**src/hdl/arlt_pkg.sv**
```systemverilog
// ----------------------------------------------------------------------------
// arlt_pkg
// Sizes, codes and word types of the region lookup block.
// ----------------------------------------------------------------------------
package arlt_pkg;

  localparam int unsigned ENTRIES    = 16;
  localparam int unsigned ADDR_BITS  = 48;
  localparam int unsigned FIELD_BITS = 48;
  localparam int unsigned ID_BITS    = 8;
  // address bits actually kept in the table
  localparam int unsigned AW         = (ADDR_BITS < FIELD_BITS) ? ADDR_BITS : FIELD_BITS;
  localparam int unsigned IDX_BITS   = $clog2(ENTRIES);
  localparam int unsigned CNT_BITS   = $clog2(ENTRIES + 1);

  typedef enum logic [1:0] {
    OP_ADD    = 2'd0,
    OP_REMOVE = 2'd1,
    OP_FIND   = 2'd2
  } arlt_op_e;

  typedef enum logic [1:0] {
    ST_OK   = 2'd0,
    ST_FULL = 2'd1,
    ST_DUP  = 2'd2,
    ST_ZERO = 2'd3
  } arlt_status_e;

  typedef struct packed {
    logic [1:0]            operation;
    logic [FIELD_BITS-1:0] address;
    logic [ID_BITS-1:0]    region_id;
    logic [FIELD_BITS-1:0] region_length;
  } arlt_in_t;

  typedef struct packed {
    logic [1:0]            status;
    logic                  hit;
    logic [ID_BITS-1:0]    found_id;
    logic [FIELD_BITS-1:0] offset;
  } arlt_out_t;

  // table update from the sequencer
  typedef struct packed {
    logic                wr_en;
    logic                clr_en;
    logic [IDX_BITS-1:0] idx;
    logic [AW-1:0]       base;
    logic [AW-1:0]       len;
    logic [ID_BITS-1:0]  id;
  } arlt_upd_t;

  // table read request
  typedef struct packed {
    logic                en;
    logic [IDX_BITS-1:0] idx;
  } arlt_rdreq_t;

  // registered table read data
  typedef struct packed {
    logic               valid;
    logic [AW-1:0]      base;
    logic [AW-1:0]      len;
    logic [ID_BITS-1:0] id;
  } arlt_rd_t;

endpackage

```
**src/hdl/arlt_table.sv**
```systemverilog
// ----------------------------------------------------------------------------
// arlt_table
// Region table: valid flops plus base, length and id memory, one read port.
// ----------------------------------------------------------------------------
module arlt_table import arlt_pkg::*; (
  input  logic        clk_i,
  input  logic        rst_ni,
  input  arlt_upd_t   upd_i,
  input  arlt_rdreq_t rd_req_i,
  output arlt_rd_t    rd_o
);

  logic [ENTRIES-1:0] valid_q;
  logic [AW-1:0]      base_mem [ENTRIES];
  logic [AW-1:0]      len_mem  [ENTRIES];
  logic [ID_BITS-1:0] id_mem   [ENTRIES];
  arlt_rd_t           rd_q;

  // valid bits, cleared by reset
  always_ff @(posedge clk_i or negedge rst_ni) begin
    if (!rst_ni) begin
      valid_q <= '0;
    end else if (upd_i.wr_en) begin
      valid_q[upd_i.idx] <= 1'b1;
    end else if (upd_i.clr_en) begin
      valid_q[upd_i.idx] <= 1'b0;
    end
  end

  // entry memory, registered read
  always_ff @(posedge clk_i) begin
    if (upd_i.wr_en) begin
      base_mem[upd_i.idx] <= upd_i.base;
      len_mem[upd_i.idx]  <= upd_i.len;
      id_mem[upd_i.idx]   <= upd_i.id;
    end
    if (rd_req_i.en) begin
      rd_q.valid <= valid_q[rd_req_i.idx];
      rd_q.base  <= base_mem[rd_req_i.idx];
      rd_q.len   <= len_mem[rd_req_i.idx];
      rd_q.id    <= id_mem[rd_req_i.idx];
    end
  end

  assign rd_o = rd_q;

endmodule

```
**src/hdl/arlt_seq.sv**
```systemverilog
// ----------------------------------------------------------------------------
// arlt_seq
// Sequencer: scans the table one entry a cycle through a shared compare
// unit, then forms the offset and the result word.
// ----------------------------------------------------------------------------
module arlt_seq import arlt_pkg::*; (
  input  logic        clk_i,
  input  logic        rst_ni,
  input  logic        in_valid_i,
  output logic        in_ready_o,
  input  arlt_in_t    in_data_i,
  output logic        res_valid_o,
  input  logic        res_ready_i,
  output arlt_out_t   res_o,
  output arlt_rdreq_t rd_req_o,
  input  arlt_rd_t    rd_i,
  output arlt_upd_t   upd_o
);

  typedef enum logic [3:0] {
    S_IDLE = 4'b0001,
    S_SCAN = 4'b0010,
    S_OFS  = 4'b0100,
    S_RESP = 4'b1000
  } state_e;

  typedef struct packed {
    logic [1:0]         op;
    logic [AW-1:0]      addr;
    logic [ID_BITS-1:0] id;
    logic [AW-1:0]      len;
  } item_t;

  state_e              state_q, state_d;
  item_t               item_q, item_d;
  logic [CNT_BITS-1:0] cnt_q, cnt_d;
  logic                data_vld_q, data_vld_d;
  logic [IDX_BITS-1:0] data_idx_q, data_idx_d;
  logic                dup_q, dup_d;
  logic [IDX_BITS-1:0] dup_idx_q, dup_idx_d;
  logic                free_q, free_d;
  logic [IDX_BITS-1:0] free_idx_q, free_idx_d;
  logic                best_q, best_d;
  logic [AW-1:0]       best_base_q, best_base_d;
  logic [AW-1:0]       best_len_q, best_len_d;
  logic [ID_BITS-1:0]  best_id_q, best_id_d;
  logic [AW-1:0]       ofs_q, ofs_d;

  // shared compare unit on the entry just read
  logic cmp_eq, cmp_le, cmp_gt;
  assign cmp_eq = (rd_i.base == item_q.addr);
  assign cmp_le = (rd_i.base <= item_q.addr);
  assign cmp_gt = (rd_i.base > best_base_q);

  assign in_ready_o = (state_q == S_IDLE);

  // result word and status
  arlt_status_e status;
  logic         hit;

  always_comb begin
    status = ST_OK;
    unique case (item_q.op)
      OP_ADD: begin
        if (item_q.addr == '0) begin
          status = ST_ZERO;
        end else if (dup_q) begin
          status = ST_DUP;
        end else if (!free_q) begin
          status = ST_FULL;
        end
      end
      default: status = ST_OK;
    endcase
    hit = (item_q.op == OP_FIND) && best_q && (ofs_q < best_len_q);
    res_o.status   = status;
    res_o.hit      = hit;
    res_o.found_id = hit ? best_id_q : '0;
    res_o.offset   = hit ? FIELD_BITS'(ofs_q) : '0;
  end

  // sequencer
  always_comb begin
    state_d     = state_q;
    item_d      = item_q;
    cnt_d       = cnt_q;
    data_vld_d  = data_vld_q;
    data_idx_d  = data_idx_q;
    dup_d       = dup_q;
    dup_idx_d   = dup_idx_q;
    free_d      = free_q;
    free_idx_d  = free_idx_q;
    best_d      = best_q;
    best_base_d = best_base_q;
    best_len_d  = best_len_q;
    best_id_d   = best_id_q;
    ofs_d       = ofs_q;
    rd_req_o    = '{en: 1'b0, idx: cnt_q[IDX_BITS-1:0]};
    res_valid_o = 1'b0;
    upd_o       = '0;
    upd_o.base  = item_q.addr;
    upd_o.len   = item_q.len;
    upd_o.id    = item_q.id;

    unique case (state_q)
      S_IDLE: begin
        if (in_valid_i) begin
          item_d.op   = in_data_i.operation;
          item_d.addr = in_data_i.address[AW-1:0];
          item_d.id   = in_data_i.region_id;
          item_d.len  = in_data_i.region_length[AW-1:0];
          dup_d       = 1'b0;
          free_d      = 1'b0;
          best_d      = 1'b0;
          rd_req_o    = '{en: 1'b1, idx: '0};
          cnt_d       = CNT_BITS'(1);
          data_vld_d  = 1'b1;
          data_idx_d  = '0;
          state_d     = S_SCAN;
        end
      end
      S_SCAN: begin
        // issue the next read while the previous entry is checked
        data_vld_d = 1'b0;
        if (cnt_q < CNT_BITS'(ENTRIES)) begin
          rd_req_o.en = 1'b1;
          cnt_d       = cnt_q + CNT_BITS'(1);
          data_vld_d  = 1'b1;
          data_idx_d  = cnt_q[IDX_BITS-1:0];
        end
        if (data_vld_q) begin
          if (rd_i.valid && cmp_eq) begin
            dup_d     = 1'b1;
            dup_idx_d = data_idx_q;
          end
          if (!rd_i.valid && !free_q) begin
            free_d     = 1'b1;
            free_idx_d = data_idx_q;
          end
          if (rd_i.valid && cmp_le && (!best_q || cmp_gt)) begin
            best_d      = 1'b1;
            best_base_d = rd_i.base;
            best_len_d  = rd_i.len;
            best_id_d   = rd_i.id;
          end
          if (data_idx_q == IDX_BITS'(ENTRIES - 1)) begin
            state_d = S_OFS;
          end
        end
      end
      S_OFS: begin
        ofs_d   = item_q.addr - best_base_q;
        state_d = S_RESP;
      end
      S_RESP: begin
        res_valid_o = 1'b1;
        if (res_ready_i) begin
          // commit the table change with the result
          upd_o.wr_en  = (item_q.op == OP_ADD) && (status == ST_OK);
          upd_o.clr_en = (item_q.op == OP_REMOVE) && (item_q.addr != '0) && dup_q;
          upd_o.idx    = (item_q.op == OP_ADD) ? free_idx_q : dup_idx_q;
          state_d      = S_IDLE;
        end
      end
      default: state_d = S_IDLE;
    endcase
  end

  // control state
  always_ff @(posedge clk_i or negedge rst_ni) begin
    if (!rst_ni) begin
      state_q    <= S_IDLE;
      cnt_q      <= '0;
      data_vld_q <= 1'b0;
      dup_q      <= 1'b0;
      free_q     <= 1'b0;
      best_q     <= 1'b0;
    end else begin
      state_q    <= state_d;
      cnt_q      <= cnt_d;
      data_vld_q <= data_vld_d;
      dup_q      <= dup_d;
      free_q     <= free_d;
      best_q     <= best_d;
    end
  end

  // payload
  always_ff @(posedge clk_i) begin
    item_q      <= item_d;
    data_idx_q  <= data_idx_d;
    dup_idx_q   <= dup_idx_d;
    free_idx_q  <= free_idx_d;
    best_base_q <= best_base_d;
    best_len_q  <= best_len_d;
    best_id_q   <= best_id_d;
    ofs_q       <= ofs_d;
  end

endmodule

```
**src/hdl/address_region_lookup_table_unit.sv**
```systemverilog
// ----------------------------------------------------------------------------
// address_region_lookup_table_unit: region table with add, remove and find
// The block takes no new word until the current result leaves the sequencer;
// the table scan reads one entry per cycle through the single memory read port.
// Reset empties the table at once; no clearing pass.
// ----------------------------------------------------------------------------
module address_region_lookup_table_unit import arlt_pkg::*; (
  input  logic      clk_i,
  input  logic      rst_ni,
  input  logic      in_valid_i,
  output logic      in_ready_o,
  input  arlt_in_t  in_data_i,
  output logic      out_valid_o,
  input  logic      out_ready_i,
  output arlt_out_t out_data_o
);

  arlt_rdreq_t rd_req;
  arlt_rd_t    rd;
  arlt_upd_t   upd;
  logic        res_valid;
  logic        res_ready;
  arlt_out_t   res;
  logic        out_valid_q;
  arlt_out_t   out_q;

  arlt_seq u_seq (
    .clk_i       (clk_i),
    .rst_ni      (rst_ni),
    .in_valid_i  (in_valid_i),
    .in_ready_o  (in_ready_o),
    .in_data_i   (in_data_i),
    .res_valid_o (res_valid),
    .res_ready_i (res_ready),
    .res_o       (res),
    .rd_req_o    (rd_req),
    .rd_i        (rd),
    .upd_o       (upd)
  );

  arlt_table u_table (
    .clk_i    (clk_i),
    .rst_ni   (rst_ni),
    .upd_i    (upd),
    .rd_req_i (rd_req),
    .rd_o     (rd)
  );

  // output register
  assign res_ready = !out_valid_q || out_ready_i;

  always_ff @(posedge clk_i or negedge rst_ni) begin
    if (!rst_ni) begin
      out_valid_q <= 1'b0;
    end else if (res_ready) begin
      out_valid_q <= res_valid;
    end
  end

  always_ff @(posedge clk_i) begin
    if (res_valid && res_ready) begin
      out_q <= res;
    end
  end

  assign out_valid_o = out_valid_q;
  assign out_data_o  = out_q;

endmodule

```
**config.mk**
```make
export PLATFORM = sky130hd
export DESIGN_NAME = address_region_lookup_table_unit
export DESIGN_NICKNAME = d
export VERILOG_FILES = /design/src/hdl/arlt_pkg.sv /design/src/hdl/arlt_table.sv /design/src/hdl/arlt_seq.sv /design/src/hdl/address_region_lookup_table_unit.sv
export SDC_FILE = /design/constraint.sdc
export NUM_CORES = 2
export LEC_CHECK = 0
export BUFFER_PORTS_ARGS = -buffer_cell sky130_fd_sc_hd__buf_2
export CAP_MARGIN = 0
export CORE_ASPECT_RATIO = 0.5
export CORE_MARGIN = 1.5
export CORE_UTILIZATION = 60
export CTS_CLUSTER_DIAMETER = 200
export CTS_CLUSTER_SIZE = 40
export DETAILED_ROUTE_END_ITERATION = 7
export HOLD_SLACK_MARGIN = 0.1
export PLACE_DENSITY = 0.77
export SYNTH_ARGS = -nofsm -noshare
export SYNTH_HDL_FRONTEND = slang
export SYNTH_SLANG_ARGS = --single-unit
```
**constraint.sdc**
```tcl
create_clock -name clk_i -period 11.8 [get_ports clk_i]
set_input_delay 1.77 -clock clk_i [delete_from_list [all_inputs] [get_ports clk_i]]
set_output_delay 1.77 -clock clk_i [all_outputs]
set_load 0.05 [all_outputs]
```
==> impl_metrics.ini <==
[hold_path]
hold_class = reg -> reg

[grt]
grt_usage = 0.292
antenna_found_initial = 5
grt_pass1_wl_um = 315000
gr-total-overflow = 0
grt_max_degree = 228
first_global_vias = 49464

[worst_setup_path]
path_class = in -> reg
critPathSlowestCell = nor2_4
cp-end-kind = flop
arrival_ns = 6.19
crit_path_cell_trace = buf_2 > nor2b_1 > nor2_4 > buf_4 > o21ai_0 > inv_1 > nand2_1 > nor2_4 > buf_4 > buf_4
crit_path_max_fanout = 68
required_ns = 12.17
crit_path_start_kind = input port
cp_common_cell = buf_4
cp_slowest_stage_delay_ns = 0.89
r2r_slack_ns = 6.18

[place]
hpwl_um = 120000
numPortBuffers = 170
placed_cells = 7662
gp_congestion = 0.975
place_ws_ns = 5.28

[clock_tree]
htreeDepth = 2
post_cts_buffers = 0
cts_tree = yes
clkLatencyLatePin_ns = 0.78
cts_buffer_depth = 3
clock_sinks = 2128
cts_hold_buf = 0
path_clk_slew_ns = 0.14
cts_root_buf = clkbuf_16
ctsResizeCount = 0
cts_buffers = 59

[timing]
post-route-period-util = 0.493
tightest_slew_ns = 1.71
timing.fmax_ghz = 0.172
layout_min_cycle_time_ns = 5.82
final-max-slew-violation-count = 128
final-setup-viol-count = 0
setup_slack_ns = 5.98
hold_viol = 0
setup_tns_ns = 0
rsz0062_at_grt = no
skew_ns = 0.0493
relSlewSlack = -0.141

[routing]
postRouteAntennaNets = 0
routed_via_density = 6.64
drcViolationCount = 0
wl_per_cell_um = 27.7
first_pass_iters = 8
drtIter0Drc = 7517
via_count = 51470
routed_wl_um = 215000

[power_and_ir_drop]
vdd_drop_max_mv = 0.139
p_clk_frac = 0.271
p_per_area_nw_per_um2 = 125
internal_power_mw = 9.14
p_leak_nw = 31.3
pwr-share-comb = 0.002
pwr-share-seq = 0.727
switching_share = 0.186
p_switching_mw = 2.09

[cells_and_area]
final_net_count = 6144
n_fill_cell = 9726
layout-drive-gt1-share = 0.0852
synthToLayoutAreaGrowth_pct = 5.30
final_cells = 7751

[yosys]
yosysWarningCount = 0
syn_nets = 6138
ys.flop_type = edfxtp_1
synth-seq-cells = 2128
synthArstFlopShare = 0.0141
synth_edf_count = 2098
postSynthCellCount = 5836
syn_area_um2 = 85600
synth.distinct_cells = 77
avgSynthCellArea_um2 = 14.7
synth_seq_area_share = 0.744

[job]
cap_violations = 0

[outcome]
status = finished, violations left
violations = slew limit

[floorplan]
die_area_um2 = 145000
start_util = 0.608
die_h_um = 270
rows = 97
ioPinCount = 171
die_w_um = 537
core_area_um2 = 141000
power groups by stage:
stage	sequential (mW)	clock, mW	combinational, mW
6_report	8.17	3.04	0.0217
5_1_grt	8.17	3.28	0.0240
4_1_cts	8.17	3.04	0.0221
3_5_place_dp	8.34	0	0.0219
3_3_place_gp	8.34	0	0.0213
2_1_floorplan	8.34	0	0.0000645
cells by family (layout without fill, tap and decap cells):
family          after synthesis  in the layout  synth area share
xor+xnor                     46             46           0.00470
fa+ha+maj                   192            192            0.0281
compound gates             1035           1035            0.0848
other cells                   0              1                 0
simple gates               1727           1727            0.0884
buf+inv                     498            531            0.0235
flops                      2128           2128             0.744
mux                         210            210            0.0261
registers in the layout (all words and copies together) (netlist names), 5 cells and up, named ones only:
| register | flops |
|---|---|
| u_seq.best_len_q | 48 |
| u_table.len_mem | 768 |
| u_seq.best_id_q | 8 |
| u_table.base_mem | 768 |
| u_seq.cnt_q | 5 |
| u_seq.best_base_q | 48 |
| u_table.id_mem | 128 |
| out_data_o | 59 |
| u_seq.ofs_q | 48 |
| u_table.rd_o | 105 |
| u_seq.upd_o | 104 |
routing by layer:
layer,track usage,part of all wire,vias up
met5,0,0,-
met4,0.0927,0.035,0
met3,0.0444,0.11,420
met2,0.460,0.46,3197
met1,0.424,0.39,25753
li1,-,-,22100
worst max-delay path: cells and delay by family:
kind | cells | cell delay [ns]
and+or+nand+nor | 4 | 1.38
AOI/OAI and AO/OA | 1 | 0.44
buffers and inverters | 5 | 2.48
cell usage in the layout, fill, tap and decap left out, drive strengths merged, types with 110 or more instances in the layout:
master  count
edfxtp   2098
nand2    1012
a21oi     282
buf       276
nand3     230
a311oi    211
ha        191
inv       170
nor2      169
and3      114
o211ai    110
worst paths after layout:
| kind | from | end | depth (start not counted) |
|---|---|---|---|
| max | out_ready_i | u_table.len_mem[4][16] | 10 |
| min | u_table.rd_o[47] | u_seq.best_len_q[39] | 0 |
| max reg2reg | u_seq.upd_o[102] | u_seq.best_len_q[32] | 12 |
| min reg2reg | u_table.rd_o[47] | u_seq.best_len_q[39] | 0 |
| max in group asynchronous | rst_ni | u_seq.cnt_q[0] | 1 |
| min in group asynchronous | rst_ni | u_seq.state_q[2] | 1 |
synthesized netlist by cell type, types with 3 or more instances:
cell	n	share of area
and4_1	5	0.00051
nor2_1	168	0.0074
a221oi_1	4	0.00041
nor3_1	25	0.0015
buf_6	7	0.00092
xnor2_1	29	0.0030
o221ai_1	105	0.011
a21oi_1	279	0.016
o21ai_1	4	0.00023
buf_1	28	0.0012
and3_1	114	0.0083
o31a_1	3	0.00031
a311oi_1	210	0.021
o22ai_1	106	0.0077
o21a_1	12	0.0011
nor4_1	20	0.0015
buf_2	69	0.0040
xor2_1	17	0.0017
a31oi_1	6	0.00044
nand2_1	1012	0.044
a21oi_2	3	0.00031
inv_1	165	0.0072
ha_1	191	0.028
mux2i_1	105	0.012
a21o_1	90	0.0079
or3_1	9	0.00066
clkbuf_1	226	0.0099
nor2b_1	18	0.0013
mux2_2	105	0.014
nand3_1	230	0.013
o21ai_0	68	0.0040
nor3b_1	8	0.00070
edfxtp_1	2098	0.74
o21bai_1	4	0.00035
or2_2	3	0.00022
dfrtp_1	29	0.0085
nand4_1	31	0.0023
o211ai_1	109	0.0096
and2_1	63	0.0046
nand2b_1	13	0.00095
final cells by class:
class	count	area, um2	area share
flip-flops and latches	2128	63800	0.707
multi-input cells	3210	20100	0.223
well taps	1881	2350	0.0261
repair buffers	276	1680	0.0187
clock buffers	84	1570	0.0174
inverters	167	634	0.00703
clock inverters	4	78.8	0.000874
diodes	1	2.50	0.0000277
through the flow:
stage	hold slack [ns]	util	cell area, um2	total power [mW]
6_report	0.430	0.641	90200	11.2
4_1_cts	0.426	0.641	90200	11.2
2_1_floorplan	0.400	-	85600	8.34
3_5_place_dp	0.405	0.629	88500	8.36
5_1_grt	0.434	0.641	90200	11.5
3_3_place_gp	0.406	0.629	88500	8.36
Power figures use the tool's default switching activity.
